## config.mk

```make
export PLATFORM = sky130hd
export DESIGN_NAME = tccs_fifo
export DESIGN_NICKNAME = d
export VERILOG_FILES = /design/src/design/tccs_pkg.sv /design/src/design/tccs_fifo.sv
export SDC_FILE = /design/constraint.sdc
export NUM_CORES = 1
export LEC_CHECK = 0
export ABC_AREA = 1
export CORE_ASPECT_RATIO = 1.4
export CORE_MARGIN = 2
export CORE_UTILIZATION = 45
export DETAILED_ROUTE_END_ITERATION = 8
export DONT_BUFFER_PORTS = 1
export SYNTH_ARGS = -nofsm -noshare
export SYNTH_HDL_FRONTEND = slang
export SYNTH_SLANG_ARGS = --single-unit
```

## constraint.sdc

```tcl
create_clock -name clk_i -period 3.5 [get_ports clk_i]
set_input_delay 0 -clock clk_i [delete_from_list [all_inputs] [get_ports clk_i]]
set_output_delay 0 -clock clk_i [all_outputs]
set_load 0.005 [all_outputs]
```

## src/design/tccs_pkg.sv

```systemverilog
`timescale 1ns / 1ps
// ----------------------------------------------------------------------------
// tccs_pkg
// Shared types and constants of the text console engine: operation and
// command codes, the command that runs from the front end to the back end,
// and the result beat.
// ----------------------------------------------------------------------------
package tccs_pkg;

  localparam int COLUMNS_DEF = 80;
  localparam int ROWS_DEF    = 25;
  localparam int QUEUE_DEF   = 4;

  // Row and column index widths that cover the whole parameter range.
  localparam int ROW_W = 7;
  localparam int COL_W = 8;

  localparam logic [7:0] BLANK_CHAR = 8'h20;
  localparam logic [7:0] BLANK_ATTR = 8'h07;
  localparam logic [7:0] CHAR_LF    = 8'd10;
  localparam logic [7:0] CHAR_CR    = 8'd13;

  typedef enum logic [1:0] {
    OP_PUT   = 2'd0,
    OP_CLEAR = 2'd1,
    OP_READ  = 2'd2
  } op_e;

  typedef enum logic [1:0] {
    KIND_NONE  = 2'd0,
    KIND_WRITE = 2'd1,
    KIND_READ  = 2'd2,
    KIND_CLEAR = 2'd3
  } kind_e;

  typedef struct packed {
    logic       cell_written;
    logic [4:0] cell_row;
    logic [6:0] cell_col;
    logic [7:0] cell_char;
    logic [7:0] cell_attr;
    logic       scrolled;
    logic [4:0] cursor_row;
    logic [6:0] cursor_col;
    logic [7:0] read_char;
    logic [7:0] read_attr;
  } res_t;

  typedef struct packed {
    kind_e            kind;
    logic             blank;
    logic [ROW_W-1:0] row;
    logic [COL_W-1:0] col;
    logic [7:0]       data_char;
    logic [7:0]       data_attr;
    res_t             res;
  } cmd_t;

endpackage

```

## src/design/tccs_fifo.sv

```systemverilog
`timescale 1ns / 1ps
// ----------------------------------------------------------------------------
// tccs_fifo
// Short command queue between the front end and the back end.
// ----------------------------------------------------------------------------
module tccs_fifo #(
  parameter int DEPTH = tccs_pkg::QUEUE_DEF
) (
  input  logic           clk_i,
  input  logic           rst_ni,
  input  logic           push_i,
  input  tccs_pkg::cmd_t data_i,
  output logic           full_o,
  input  logic           pop_i,
  output tccs_pkg::cmd_t data_o,
  output logic           empty_o
);

  localparam int PW = (DEPTH > 1) ? $clog2(DEPTH) : 1;
  localparam int NW = $clog2(DEPTH + 1);

  tccs_pkg::cmd_t slots [DEPTH];
  logic [PW-1:0]  wr_ptr_q, rd_ptr_q;
  logic [NW-1:0]  count_q;

  assign full_o  = count_q == NW'(DEPTH);
  assign empty_o = count_q == '0;
  assign data_o  = slots[rd_ptr_q];

  always_ff @(posedge clk_i) begin
    if (push_i) begin
      slots[wr_ptr_q] <= data_i;
    end
  end

  always_ff @(posedge clk_i or negedge rst_ni) begin
    if (!rst_ni) begin
      wr_ptr_q <= '0;
      rd_ptr_q <= '0;
      count_q  <= '0;
    end else begin
      if (push_i) begin
        wr_ptr_q <= (wr_ptr_q == PW'(DEPTH - 1)) ? '0 : wr_ptr_q + 1'b1;
      end
      if (pop_i) begin
        rd_ptr_q <= (rd_ptr_q == PW'(DEPTH - 1)) ? '0 : rd_ptr_q + 1'b1;
      end
      if (push_i && !pop_i) begin
        count_q <= count_q + 1'b1;
      end else if (pop_i && !push_i) begin
        count_q <= count_q - 1'b1;
      end
    end
  end

endmodule

```

==> tab_implementation.tex <==
\begin{tabular}{lr}
\hline
Metric & Value \\
\hline
\multicolumn{2}{l}{\textbf{STA}} \\
Count of final max-slew check failures & 0 \\
F\_max & 390 MHz \\
Final setup violating endpoints & 0 \\
Worst hold margin & 0.0216 ns \\
Crit path time final & 2.56 ns \\
Final clock skew & 0.0126 ns \\
Final period util & 73.2\% \\
Setup repair after global routing missed its margin & false \\
Number of failing hold endpoints at the final stage & 0 \\
Worst slew margin relative to its limit & 22.5\% \\
Summed negative setup slack over all endpoints & 0 ns \\
Actual slew at the worst max-slew pin & approximately 1.2 ns \\
\multicolumn{2}{l}{\textbf{Clock tree}} \\
Number of H-tree levels & 2 \\
Number of buffers between clock root and the deepest sink & 3 \\
Number of gates resized after cts & 0 \\
TritonCTS buffer count & 37 \\
Post-CTS Setup Bufs & 0 \\
CTS clock-pin slew for the worst setup and hold paths & about 0.06 ns \\
Sink Count & 375 \\
Clock tree from TritonCTS & done \\
Insertion delay to the later sink of the worst-skew pair & 0.52 ns \\
Root cell of the clock tree & sky130\_fd\_sc\_hd\_\_clkbuf\_16 \\
\multicolumn{2}{l}{\textbf{Critical path}} \\
Worst Setup SP & rd\_ptr\_q[1]\$\_DFFE\_PN0P\_ \\
Data required time at the worst endpoint & 3.50 ns \\
Setup slack, reg-to-reg & 1.45 ns \\
Type of the setup path with the least slack & flop to primary output \\
CP max FO & 93 \\
Worst Setup EP & data\_o[33] \\
R2R Path Start & wr\_ptr\_q[1]\$\_DFFE\_PN0P\_ \\
Arrival time worst endpoint & 2.56 ns \\
Destination of the worst register-to-register timing path & slots[1][78]\$\_DFFE\_PP\_ \\
Worst setup SP type & flop \\
CP Capture Type & primary output \\
Worst-case reg-to-reg path depth & 5 \\
\multicolumn{2}{l}{\textbf{Synth}} \\
Number of flip-flops and latches in the synthesized netlist & 375 \\
Dominant cells by area after synthesis & sky130\_fd\_sc\_hd\_\_edfxtp\_1 (74\%), sky130\_fd\_sc\_hd\_\_o211ai\_1 (9.3\%), sky130\_fd\_sc\_hd\_\_nand2\_1 (7.3\%) \\
Top-area cell type share of the netlist area & 74.1\% \\
Most instantiated cells after synthesis & sky130\_fd\_sc\_hd\_\_edfxtp\_1 (368), sky130\_fd\_sc\_hd\_\_nand2\_1 (291), sky130\_fd\_sc\_hd\_\_inv\_1 (196), sky130\_fd\_sc\_hd\_\_o211ai\_1 (184), sky130\_fd\_sc\_hd\_\_buf\_2 (48) \\
Cells after Synth & 1125 \\
Commonest register cell after synthesis & sky130\_fd\_sc\_hd\_\_edfxtp\_1 \\
Library cells used by synthesis & 18 \\
Fraction of registers with async set/reset & approximately 1.9\% \\
Netlist area before placement & $\sim$15000 sq um \\
EDFF count, synth & around 370 \\
Post-Synthesis Net Count & 1228 \\
Most frequently used cell type in the post-synthesis netlist & sky130\_fd\_sc\_hd\_\_edfxtp\_1 \\
Mean instance size in the synthesized netlist & between 10 and 15 sq um \\
Sequential share of the synthesized area & 75.3\% \\
Cell type with the highest aggregate area in the netlist & sky130\_fd\_sc\_hd\_\_edfxtp\_1 \\
Warnings, synthesis & 0 \\
\multicolumn{2}{l}{\textbf{Die}} \\
Height of the die & between 200 and 250 um \\
Initial standard-cell utilization of the core & 45.9\% \\
Boundary Pins & 190 \\
DIE WIDTH & about 160 um \\
Num rows & 78 \\
DIE AREA & roughly 35000 sq um \\
Placeable Area & 32500 sq um \\
\multicolumn{2}{l}{\textbf{Hold path}} \\
Hold path startpoint & push\_i \\
Hold WC Path Type & input pin to flop \\
\multicolumn{2}{l}{\textbf{Detailed routing}} \\
Post-route DRC violation count & 0 \\
Iteration-0 DRC count of the detailed router & 430 \\
Total wirelength of the detailed-routed design & 30.1 mm \\
Vias per cell & a little under 5 \\
Number of routed nets with antenna violations & 0 \\
Number of vias after detailed routing & between 8000 and 9000 \\
DR pass1 iterations & 6 \\
Routed len/inst & 17.9 um \\
\multicolumn{2}{l}{\textbf{Cells and area}} \\
Count of fill cells added during filler insertion & roughly 2700 \\
Net count of the finished layout & 1320 \\
Area taken by multi-input logic gates & between 2000 and 3000 sq um \\
Fraction of final layout cells sized beyond drive strength 1 & 6.13\% \\
Layout Area Growth over Synthesis & 16.8\% \\
Sequential cell area & between 10000 and 15000 sq um \\
\multicolumn{2}{l}{\textbf{GRT}} \\
Aggregate global-route resource usage & 17.5\% \\
First-pass GRT wire length & about 46 mm \\
Vias in the first global route & 8366 \\
Initial antenna violation count & 4 \\
Maximum number of pins on one net before global-route repair & around 120 \\
Leftover overflow at the end of global routing & 0 \\
\multicolumn{2}{l}{\textbf{Power and ir drop}} \\
VDD IR max & 0.500 mV \\
Standby leakage power & between 0.006 and 0.007 uW \\
Total power per unit cell area & 748 nW/um\^{}2 \\
\multicolumn{2}{l}{\textbf{Status}} \\
Outcome & finished, final reports clean \\
\multicolumn{2}{l}{\textbf{Place}} \\
Number of buffers added on ports & 0 \\
Final weighted congestion in routability-driven placement & 0.727 \\
DP HPWL & between 15 and 20 mm \\
\multicolumn{2}{l}{\textbf{Run}} \\
Max-capacitance violation count & 0 \\
\hline
\end{tabular}
[worst min path at each step]
stage                                         to  slack [ns]  cells past startpoint
after floorplan           count_q[0]$_DFFE_PN0P_       -0.30                      0
after global placement    count_q[0]$_DFFE_PN0P_       -0.30                      0
after detailed placement  count_q[0]$_DFFE_PN0P_       -0.30                      0
after CTS                 slots[1][53]$_DFFE_PP_        0.02                      2
after global routing      slots[1][63]$_DFFE_PP_        0.03                      2
final                     slots[0][61]$_DFFE_PP_        0.02                      2
[final cells by class]
| class | instances | share of cell area (%) |
|---|---|---|
| clock buffers | 41 | 5.65 |
| inverters | 197 | 4.36 |
| diodes | 2 | 0.0287 |
| clock inverters | 21 | 0.898 |
| well taps | 440 | 3.16 |
| flip-flops and latches | 375 | 64.5 |
| multi-input cells | 493 | 15.1 |
| repair buffers | 113 | 6.32 |
[through the flow]
step / instances / power (uW) / instance area [sq um] / util [%] / setup WS (ns)
final: 1682 / 13000 / 17400 / 53.6 / 0.938
after global routing: 1682 / 13800 / 17400 / 53.6 / 0.707
after CTS: 1680 / 13200 / 17400 / 53.6 / 0.858
after detailed placement: 1522 / 9370 / 15300 / 47.1 / 1.40
after global placement: 1522 / 9300 / 15300 / 47.1 / 1.42
after floorplan: 1125 / 8490 / 14900 / - / 0.616
[critical path, stage by stage, from the launching register on]
cell	delay [ns]
sky130_fd_sc_hd__dfrtp_4	0.66
sky130_fd_sc_hd__inv_4	0.88
sky130_fd_sc_hd__o211ai_1	0.24
sky130_fd_sc_hd__nand2_1	0.19
[metal layers]
layer,vias up,share of wire [%],GRT usage (%)
met5,-,0.090,0
met4,4,2.8,6.61
met3,56,5.4,4.54
met2,158,52,31.2
met1,3995,40,19.9
li1,4123,-,-
[power by group]
part | internal (uW) | leakage [uW] | switching (uW) | total, uW
combinational | 909 | 0.00266 | 2400 | 3310
clock | 2160 | 0.000556 | 1560 | 3720
sequential | 5750 | 0.00346 | 240 | 5990
total | 8820 | 0.00668 | 4210 | 13000
[registers in the layout, summed over array words and instances, names as in the netlist]
signal,count
slots,368
rd_ptr_q,2
count_q,3
wr_ptr_q,2
[cell usage in the layout, fill, tap and decap left out, drive strengths merged]
cell	instances
inv	198
clkinv	15
nand4	1
nor3	2
o21ai	4
dfrtp	7
nand3	1
buf	17
nor2	2
o211ai	184
clkbuf	41
nand2	291
ha	6
bufinv	2
diode	2
clkinvlp	3
edfxtp	368
dlygate4sd3	96
xnor2	1
fa	1
[kinds of logic (layout without fill, tap and decap cells)]
family          after synthesis  in the layout  share of synthesized area (%)
fa+ha+maj                     7              7                          0.638
xor+xnor                      1              1                         0.0588
flops                       375            375                           75.3
compound gates              188            188                           9.40
other cells                   0              2                              0
buf+inv                     257            372                           7.08
simple gates                297            297                           7.52
[repair_timing]
item / 4_1_cts / 5_1_grt
hold endpoints to repair: 382 / 0
hold buffers: 96 / 0
setup endpoints to repair: 0 / 0
(Power assumes the default switching activity.)
