[config.mk]
export PLATFORM = sky130hd
export DESIGN_NAME = tccs_front
export DESIGN_NICKNAME = d
export VERILOG_FILES = /design/src/design/tccs_pkg.sv /design/src/design/tccs_front.sv
export SDC_FILE = /design/constraint.sdc
export NUM_CORES = 1
export LEC_CHECK = 0
export BUFFER_PORTS_ARGS = -buffer_cell sky130_fd_sc_hd__buf_2
export CORE_MARGIN = 2
export CORE_UTILIZATION = 46
export CTS_CLUSTER_SIZE = 40
export DETAILED_ROUTE_END_ITERATION = 10
export PLACE_DENSITY = 0.93
export SKIP_CTS_REPAIR_TIMING = 1
export SLEW_MARGIN = 0
export SYNTH_ARGS = -nofsm -noshare
export SYNTH_HDL_FRONTEND = slang
export SYNTH_SLANG_ARGS = --single-unit
export TNS_END_PERCENT = 5
[constraint.sdc]
create_clock -name clk_i -period 4.3 [get_ports clk_i]
set_input_delay 0.215 -clock clk_i [delete_from_list [all_inputs] [get_ports clk_i]]
set_output_delay 0.215 -clock clk_i [all_outputs]
set_load 0.05 [all_outputs]
[src/design/tccs_pkg.sv]
`timescale 1ns / 1ps
// ----------------------------------------------------------------------------
// tccs_pkg
// Shared types and constants of the text console engine: operation and
// command codes, the command that runs from the front end to the back end,
// and the result beat.
// ----------------------------------------------------------------------------
package tccs_pkg;

  localparam int COLUMNS_DEF = 80;
  localparam int ROWS_DEF    = 25;
  localparam int QUEUE_DEF   = 4;

  // Row and column index widths that cover the whole parameter range.
  localparam int ROW_W = 7;
  localparam int COL_W = 8;

  localparam logic [7:0] BLANK_CHAR = 8'h20;
  localparam logic [7:0] BLANK_ATTR = 8'h07;
  localparam logic [7:0] CHAR_LF    = 8'd10;
  localparam logic [7:0] CHAR_CR    = 8'd13;

  typedef enum logic [1:0] {
    OP_PUT   = 2'd0,
    OP_CLEAR = 2'd1,
    OP_READ  = 2'd2
  } op_e;

  typedef enum logic [1:0] {
    KIND_NONE  = 2'd0,
    KIND_WRITE = 2'd1,
    KIND_READ  = 2'd2,
    KIND_CLEAR = 2'd3
  } kind_e;

  typedef struct packed {
    logic       cell_written;
    logic [4:0] cell_row;
    logic [6:0] cell_col;
    logic [7:0] cell_char;
    logic [7:0] cell_attr;
    logic       scrolled;
    logic [4:0] cursor_row;
    logic [6:0] cursor_col;
    logic [7:0] read_char;
    logic [7:0] read_attr;
  } res_t;

  typedef struct packed {
    kind_e            kind;
    logic             blank;
    logic [ROW_W-1:0] row;
    logic [COL_W-1:0] col;
    logic [7:0]       data_char;
    logic [7:0]       data_attr;
    res_t             res;
  } cmd_t;

endpackage

[src/design/tccs_front.sv]
`timescale 1ns / 1ps
// ----------------------------------------------------------------------------
// tccs_front
// Front end: accepts beats, tracks the cursor and the top-row offset of the
// circular screen store, and turns each beat into a back-end command.
// ----------------------------------------------------------------------------
module tccs_front #(
  parameter int COLUMNS = tccs_pkg::COLUMNS_DEF,
  parameter int ROWS    = tccs_pkg::ROWS_DEF
) (
  input  logic             clk_i,
  input  logic             rst_ni,
  input  logic             s_valid_i,
  output logic             s_ready_o,
  input  logic [31:0]      s_data_i,
  input  logic [1:0]       s_user_i,
  input  logic             cfg_valid_i,
  input  logic [7:0]       cfg_data_i,
  input  logic             init_done_i,
  input  logic             full_i,
  output logic             push_o,
  output tccs_pkg::cmd_t   cmd_o
);

  localparam int RW  = $clog2(ROWS);
  localparam int RW1 = RW + 1;
  localparam int CW  = $clog2(COLUMNS + 1);

  logic [RW-1:0] cur_row_q, cur_row_d;
  logic [CW-1:0] cur_col_q, cur_col_d;
  logic [RW-1:0] top_q, top_d;
  logic [7:0]    attr_q;

  logic [7:0]    ch, fill;
  logic [4:0]    rrow;
  logic [6:0]    rcol;
  logic          is_put, is_read, nl, ordinary, at_last, scroll, in_range;
  logic [RW-1:0] eff_row, base_row, top_sel, prow;
  logic [CW-1:0] eff_col;
  logic [RW1-1:0] sum;

  assign ch   = s_data_i[7:0];
  assign fill = s_data_i[15:8];
  assign rrow = s_data_i[20:16];
  assign rcol = s_data_i[27:21];

  assign s_ready_o = init_done_i && !full_i;
  assign push_o    = s_valid_i && s_ready_o;
  assign at_last   = cur_row_q == RW'(ROWS - 1);
  assign in_range  = (rrow < ROWS) && (rcol < COLUMNS);

  always_comb begin
    is_put   = 1'b0;
    is_read  = 1'b0;
    nl       = 1'b0;
    ordinary = 1'b0;
    unique case (tccs_pkg::op_e'(s_user_i))
      tccs_pkg::OP_PUT: begin
        is_put = 1'b1;
        if (ch == tccs_pkg::CHAR_LF) begin
          nl = 1'b1;
        end else if (ch != tccs_pkg::CHAR_CR) begin
          ordinary = 1'b1;
          nl       = cur_col_q >= CW'(COLUMNS);
        end
      end
      tccs_pkg::OP_READ: is_read = 1'b1;
      default: ;
    endcase

    scroll  = nl && at_last;
    top_d   = top_q;
    if (scroll) begin
      top_d = (top_q == RW'(ROWS - 1)) ? '0 : top_q + 1'b1;
    end
    eff_row = cur_row_q;
    if (nl && !at_last) begin
      eff_row = cur_row_q + 1'b1;
    end
    eff_col = nl ? '0 : cur_col_q;

    cur_row_d = cur_row_q;
    cur_col_d = cur_col_q;
    if (is_put) begin
      cur_row_d = eff_row;
      cur_col_d = ordinary ? eff_col + 1'b1 : '0;
    end

    base_row = is_read ? RW'(rrow) : eff_row;
    top_sel  = is_read ? top_q : top_d;
    sum      = {1'b0, base_row} + {1'b0, top_sel};
    prow     = (sum >= RW1'(ROWS)) ? RW'(sum - RW1'(ROWS)) : RW'(sum);

    cmd_o           = '0;
    cmd_o.kind      = tccs_pkg::KIND_NONE;
    cmd_o.blank     = scroll;
    cmd_o.row       = tccs_pkg::ROW_W'(prow);
    cmd_o.col       = is_read ? tccs_pkg::COL_W'(rcol) : tccs_pkg::COL_W'(eff_col);
    cmd_o.data_char = ch;
    cmd_o.data_attr = attr_q;
    unique case (tccs_pkg::op_e'(s_user_i))
      tccs_pkg::OP_PUT: begin
        if (ordinary) begin
          cmd_o.kind = tccs_pkg::KIND_WRITE;
        end
      end
      tccs_pkg::OP_CLEAR: begin
        cmd_o.kind      = tccs_pkg::KIND_CLEAR;
        cmd_o.data_attr = fill;
      end
      tccs_pkg::OP_READ: begin
        if (in_range) begin
          cmd_o.kind = tccs_pkg::KIND_READ;
        end
      end
      default: ;
    endcase

    cmd_o.res.cell_written = ordinary;
    if (ordinary) begin
      cmd_o.res.cell_row  = 5'(eff_row);
      cmd_o.res.cell_col  = 7'(eff_col);
      cmd_o.res.cell_char = ch;
      cmd_o.res.cell_attr = attr_q;
    end
    cmd_o.res.scrolled   = scroll;
    cmd_o.res.cursor_row = 5'(cur_row_d);
    cmd_o.res.cursor_col = 7'(cur_col_d);
  end

  always_ff @(posedge clk_i or negedge rst_ni) begin
    if (!rst_ni) begin
      cur_row_q <= '0;
      cur_col_q <= '0;
      top_q     <= '0;
      attr_q    <= tccs_pkg::BLANK_ATTR;
    end else begin
      if (push_o) begin
        cur_row_q <= cur_row_d;
        cur_col_q <= cur_col_d;
        top_q     <= top_d;
      end
      if (cfg_valid_i) begin
        attr_q <= cfg_data_i;
      end
    end
  end

endmodule

==> run summary <==
==================================================================================================
Outcome                                                                               complete, no violations
Cell area after synthesis                                                               2726 sq um
Antenna violations before repair                                                                 0
Endpoint required time on the critical path                                                4090 ps
Share of final-layout standard cells stronger than drive strength 1                         41.00%
Final clock skew                                                                          1.993 ps
Fmax                                                                                    0.2462 GHz
Grt total ovfl                                                                                   0
Area growth from synthesis to layout                                                        22.85%
Cell Pwr Density                                                                      292.4 nW/um^2
Number of maximum-capacitance violations                                                         0
Internal power contribution                                                               469.9 uW
Clock transition time at the flip-flop clock pins of the worst setup and hold paths          90 ps
Inserted Diodes                                                                                  0
Die area                                                                                6559 sq um
H-tree levels                                                                                    1
Final Hold Viols                                                                                 0
Overall power consumption                                                                 979.4 uW
Normalized max-slew margin                                                                  28.53%
Final setup violation count                                                                      0
Remaining number of nets flagged by the antenna check after routing                              0
Number of enable-type register cells in the synthesized netlist                                  0
Wire length per cell                                                                      14.11 um
Router iterations before antenna repair                                                          4
Synthesis warning total                                                                          0
Number of global-route vias before repair                                                     2364
Tcrit/Tclk final                                                                            94.44%
Total number of vias                                                                          2752
Worst path setup slack after routing                                                      239.0 ps
Average size of a mapped cell                                                          8.066 sq um
Switching power as a share of total power                                                   52.03%
Global routing usage summed across all routing layers                                       21.04%
Area used by sequential logic in the layout                                            631.9 sq um
Clk network pwr share                                                                        14.9%
Critical path data arrival time                                                            3850 ps
Layout filler cell count                                                                       542
Worst-case vdd ir drop                                                                   0.1689 mV
Chip Height                                                                               80.99 um
Number of instances in the synthesized netlist                                                 338
Number of max-slew violations in the final report                                                0
Worst slack after detailed placement                                                      29.24 ps
Worst-Margin Slew                                                                          1070 ps
Area of the core                                                                        5816 sq um
Unrepaired setup endpoints after global routing                                              false
Clock latency on the worst-skew pair                                                        270 ps
Number of buffers created by CTS                                                                 3
Endpoint class of the critical path                                                    output port
Effective utilization at floorplan                                                          46.88%
Static power due to leakage                                                            0.001869 uW
Most frequently used flop master after synthesis                                      sky130_fd_sc_hd__dfrtp_1
Starting DRC count in detailed routing                                                         136
Post-DR vias/cell                                                                            5.354
Number of input and output port buffers inserted                                               118
Class of the most critical hold timing path                                                 in2reg
Final HPWL DP                                                                              5654 um
# rows                                                                                          28
Worst Path Max Fanout                                                                           10
Power share of the combinational group                                                       55.1%
Cell chosen for the clock root                                                        sky130_fd_sc_hd__clkbuf_8
DIE WIDTH                                                                                 80.99 um
Routability congestion estimate from global placement                                       0.9079
Fin Hold WS                                                                               168.1 ps
Shortest period the worst path allows                                                      4061 ps
Multi-input combinational cell area                                                     1826 sq um
Maximum number of pins on one net before global-route repair                                    26
Clk sink count                                                                                  25
Total wire length                                                                          7253 um
Share of flip-flops with an asynchronous set or reset                                       100.0%
Clock Path Buffers                                                                               2
Clock tree from TritonCTS                                                                    built
Global-route wire length before repair                                                    10990 um
Startpoint type of the worst setup path                                               primary input
Total of flip-flops plus latches after synthesis                                                25
Type of the worst setup path                                                                in2out
Number of nets at the end of the flow                                                          501
Drt drc                                                                                          0
Distinct cells, synth                                                                           61
Sequential area share after synthesis                                                       23.08%
Sequential power share                                                                       30.0%
Switching power summed over all nets                                                      509.5 uW
Top-level I/O count                                                                            142
==================================================================================================
-- worst paths after layout --
check | cells after the start | end | slack [ps] | startpoint
worst min-delay path | 2 | attr_q[6] | 170 | cfg_data_i[6]
worst max-delay path | 14 | cmd_o[84] | 240 | s_data_i[5]
worst max register to register | 10 | cur_col_q[6] | 1720 | cur_col_q[5]
worst min register to register | 1 | attr_q[6] | 530 | attr_q[6]
max in group asynchronous | 2 | cur_col_q[6] | 3400 | rst_ni
min in group asynchronous | 2 | top_q[1] | 470 | rst_ni
-- routing by layer --
metal | GRT usage [%] | vias up | routed length [um]
met3 | 2.000 | 8 | 461
met4 | 3.390 | 0 | 59
met2 | 38.10 | 110 | 3577
li1 | - | 1344 | -
met1 | 27.56 | 1290 | 3154
met5 | 0 | - | 0
-- synthesized netlist by cell type (2+ instances only) --
library cell	instances	area share (%)
sky130_fd_sc_hd__a31o_2	2	0.64
sky130_fd_sc_hd__nand2_1	27	3.7
sky130_fd_sc_hd__clkbuf_1	16	2.2
sky130_fd_sc_hd__or2_2	4	0.92
sky130_fd_sc_hd__and2_1	6	1.4
sky130_fd_sc_hd__a21oi_1	14	2.6
sky130_fd_sc_hd__o311ai_0	2	0.64
sky130_fd_sc_hd__nand3_1	15	2.8
sky130_fd_sc_hd__ha_1	12	5.5
sky130_fd_sc_hd__nor2b_1	4	0.92
sky130_fd_sc_hd__mux2_2	23	9.5
sky130_fd_sc_hd__xor2_1	7	2.2
sky130_fd_sc_hd__dfstp_2	3	2.9
sky130_fd_sc_hd__xnor2_1	6	1.9
sky130_fd_sc_hd__a21o_1	3	0.83
sky130_fd_sc_hd__mux2i_1	4	1.5
sky130_fd_sc_hd__o31ai_1	4	1.1
sky130_fd_sc_hd__o211ai_1	4	1.1
sky130_fd_sc_hd__a31oi_1	5	1.1
sky130_fd_sc_hd__inv_1	21	2.9
sky130_fd_sc_hd__o21ai_0	12	2.2
sky130_fd_sc_hd__o21bai_1	3	0.83
sky130_fd_sc_hd__o41ai_1	2	0.64
sky130_fd_sc_hd__buf_4	30	8.3
sky130_fd_sc_hd__nor2_1	22	3.0
sky130_fd_sc_hd__dfrtp_1	22	20
sky130_fd_sc_hd__nand2b_1	2	0.46
sky130_fd_sc_hd__a22o_1	3	0.96
sky130_fd_sc_hd__and3_1	20	4.6
sky130_fd_sc_hd__a211o_1	2	0.64
sky130_fd_sc_hd__nor3_1	8	1.5
-- placed cells by master (no fill, tap or decap), drive strengths merged, types with 4 or more instances in the layout --
master  count
buf       127
nand2      27
mux2       24
nor2       23
dfrtp      22
inv        21
and3       20
conb       19
nand3      15
a21oi      14
o21ai      13
ha         12
nor3        8
xor2        7
and2        6
xnor2       6
a31oi       5
nor2b       4
or2         4
o211ai      4
mux2i       4
o31ai       4
-- power groups by stage --
stage | Clock, uW | Sequential, uW | Combinational (uW)
after detailed placement | 0 | 298 | 537
final | 146 | 294 | 540
after global placement | 0 | 295 | 528
after floorplan | 0 | 274 | 453
after global routing | 160 | 297 | 572
after CTS | 148 | 293 | 538
-- cells by family (layout without fill, tap and decap cells) --
logic type,count (synthesis),in the layout,synth area share [%]
muxes,28,28,11.52
adders and majority gates,13,13,6.241
AOI/OAI and AO/OA,67,67,16.94
and+or+nand+nor,121,121,24.05
xor gates and xnor gates,13,13,4.176
DFF,25,25,23.08
other,1,19,0.1375
buffers and inverters,70,153,13.86
-- registers in the layout (all words and copies together) (netlist names) --
| signal | count |
|---|---|
| cur_col_q | 7 |
| cur_row_q | 5 |
| attr_q | 8 |
| top_q | 5 |
-- critical path, stage by stage --
cell and delay (ps):
sky130_fd_sc_hd__buf_2 120, sky130_fd_sc_hd__or4b_4 570, sky130_fd_sc_hd__nor4_4 310, sky130_fd_sc_hd__buf_4 230
sky130_fd_sc_hd__o21ai_4 110, sky130_fd_sc_hd__nor2_1 120, sky130_fd_sc_hd__mux2_2 340, sky130_fd_sc_hd__ha_1 310
sky130_fd_sc_hd__or2_2 310, sky130_fd_sc_hd__and3_1 230, sky130_fd_sc_hd__or3_1 380, sky130_fd_sc_hd__o32ai_2 240
sky130_fd_sc_hd__xnor2_1 150, sky130_fd_sc_hd__buf_4 210
-- per-stage QoR --
step | std cells | util (%) | TNS [ps] | instance area (sq um)
after floorplan | 356 | - | 0 | 2794
after global placement | 505 | 55.31 | 0 | 3217
after detailed placement | 505 | 55.31 | 0 | 3217
after CTS | 509 | 56.15 | -271.8 | 3266
after global routing | 514 | 57.59 | 0 | 3349
final | 514 | 57.59 | 0 | 3349
-- cell type report --
| cell class | count | area share, % |
|---|---|---|
| Inverter | 21 | 2.353 |
| Timing Repair Buffer | 128 | 20.02 |
| Clock buffer | 3 | 1.233 |
| Sequential cell | 25 | 18.86 |
| Multi-Input combinational cell | 261 | 54.50 |
| Clock inverter | 1 | 0.2241 |
| Tap cell | 75 | 2.802 |
Note: power is estimated with default switching activity, not from simulation.
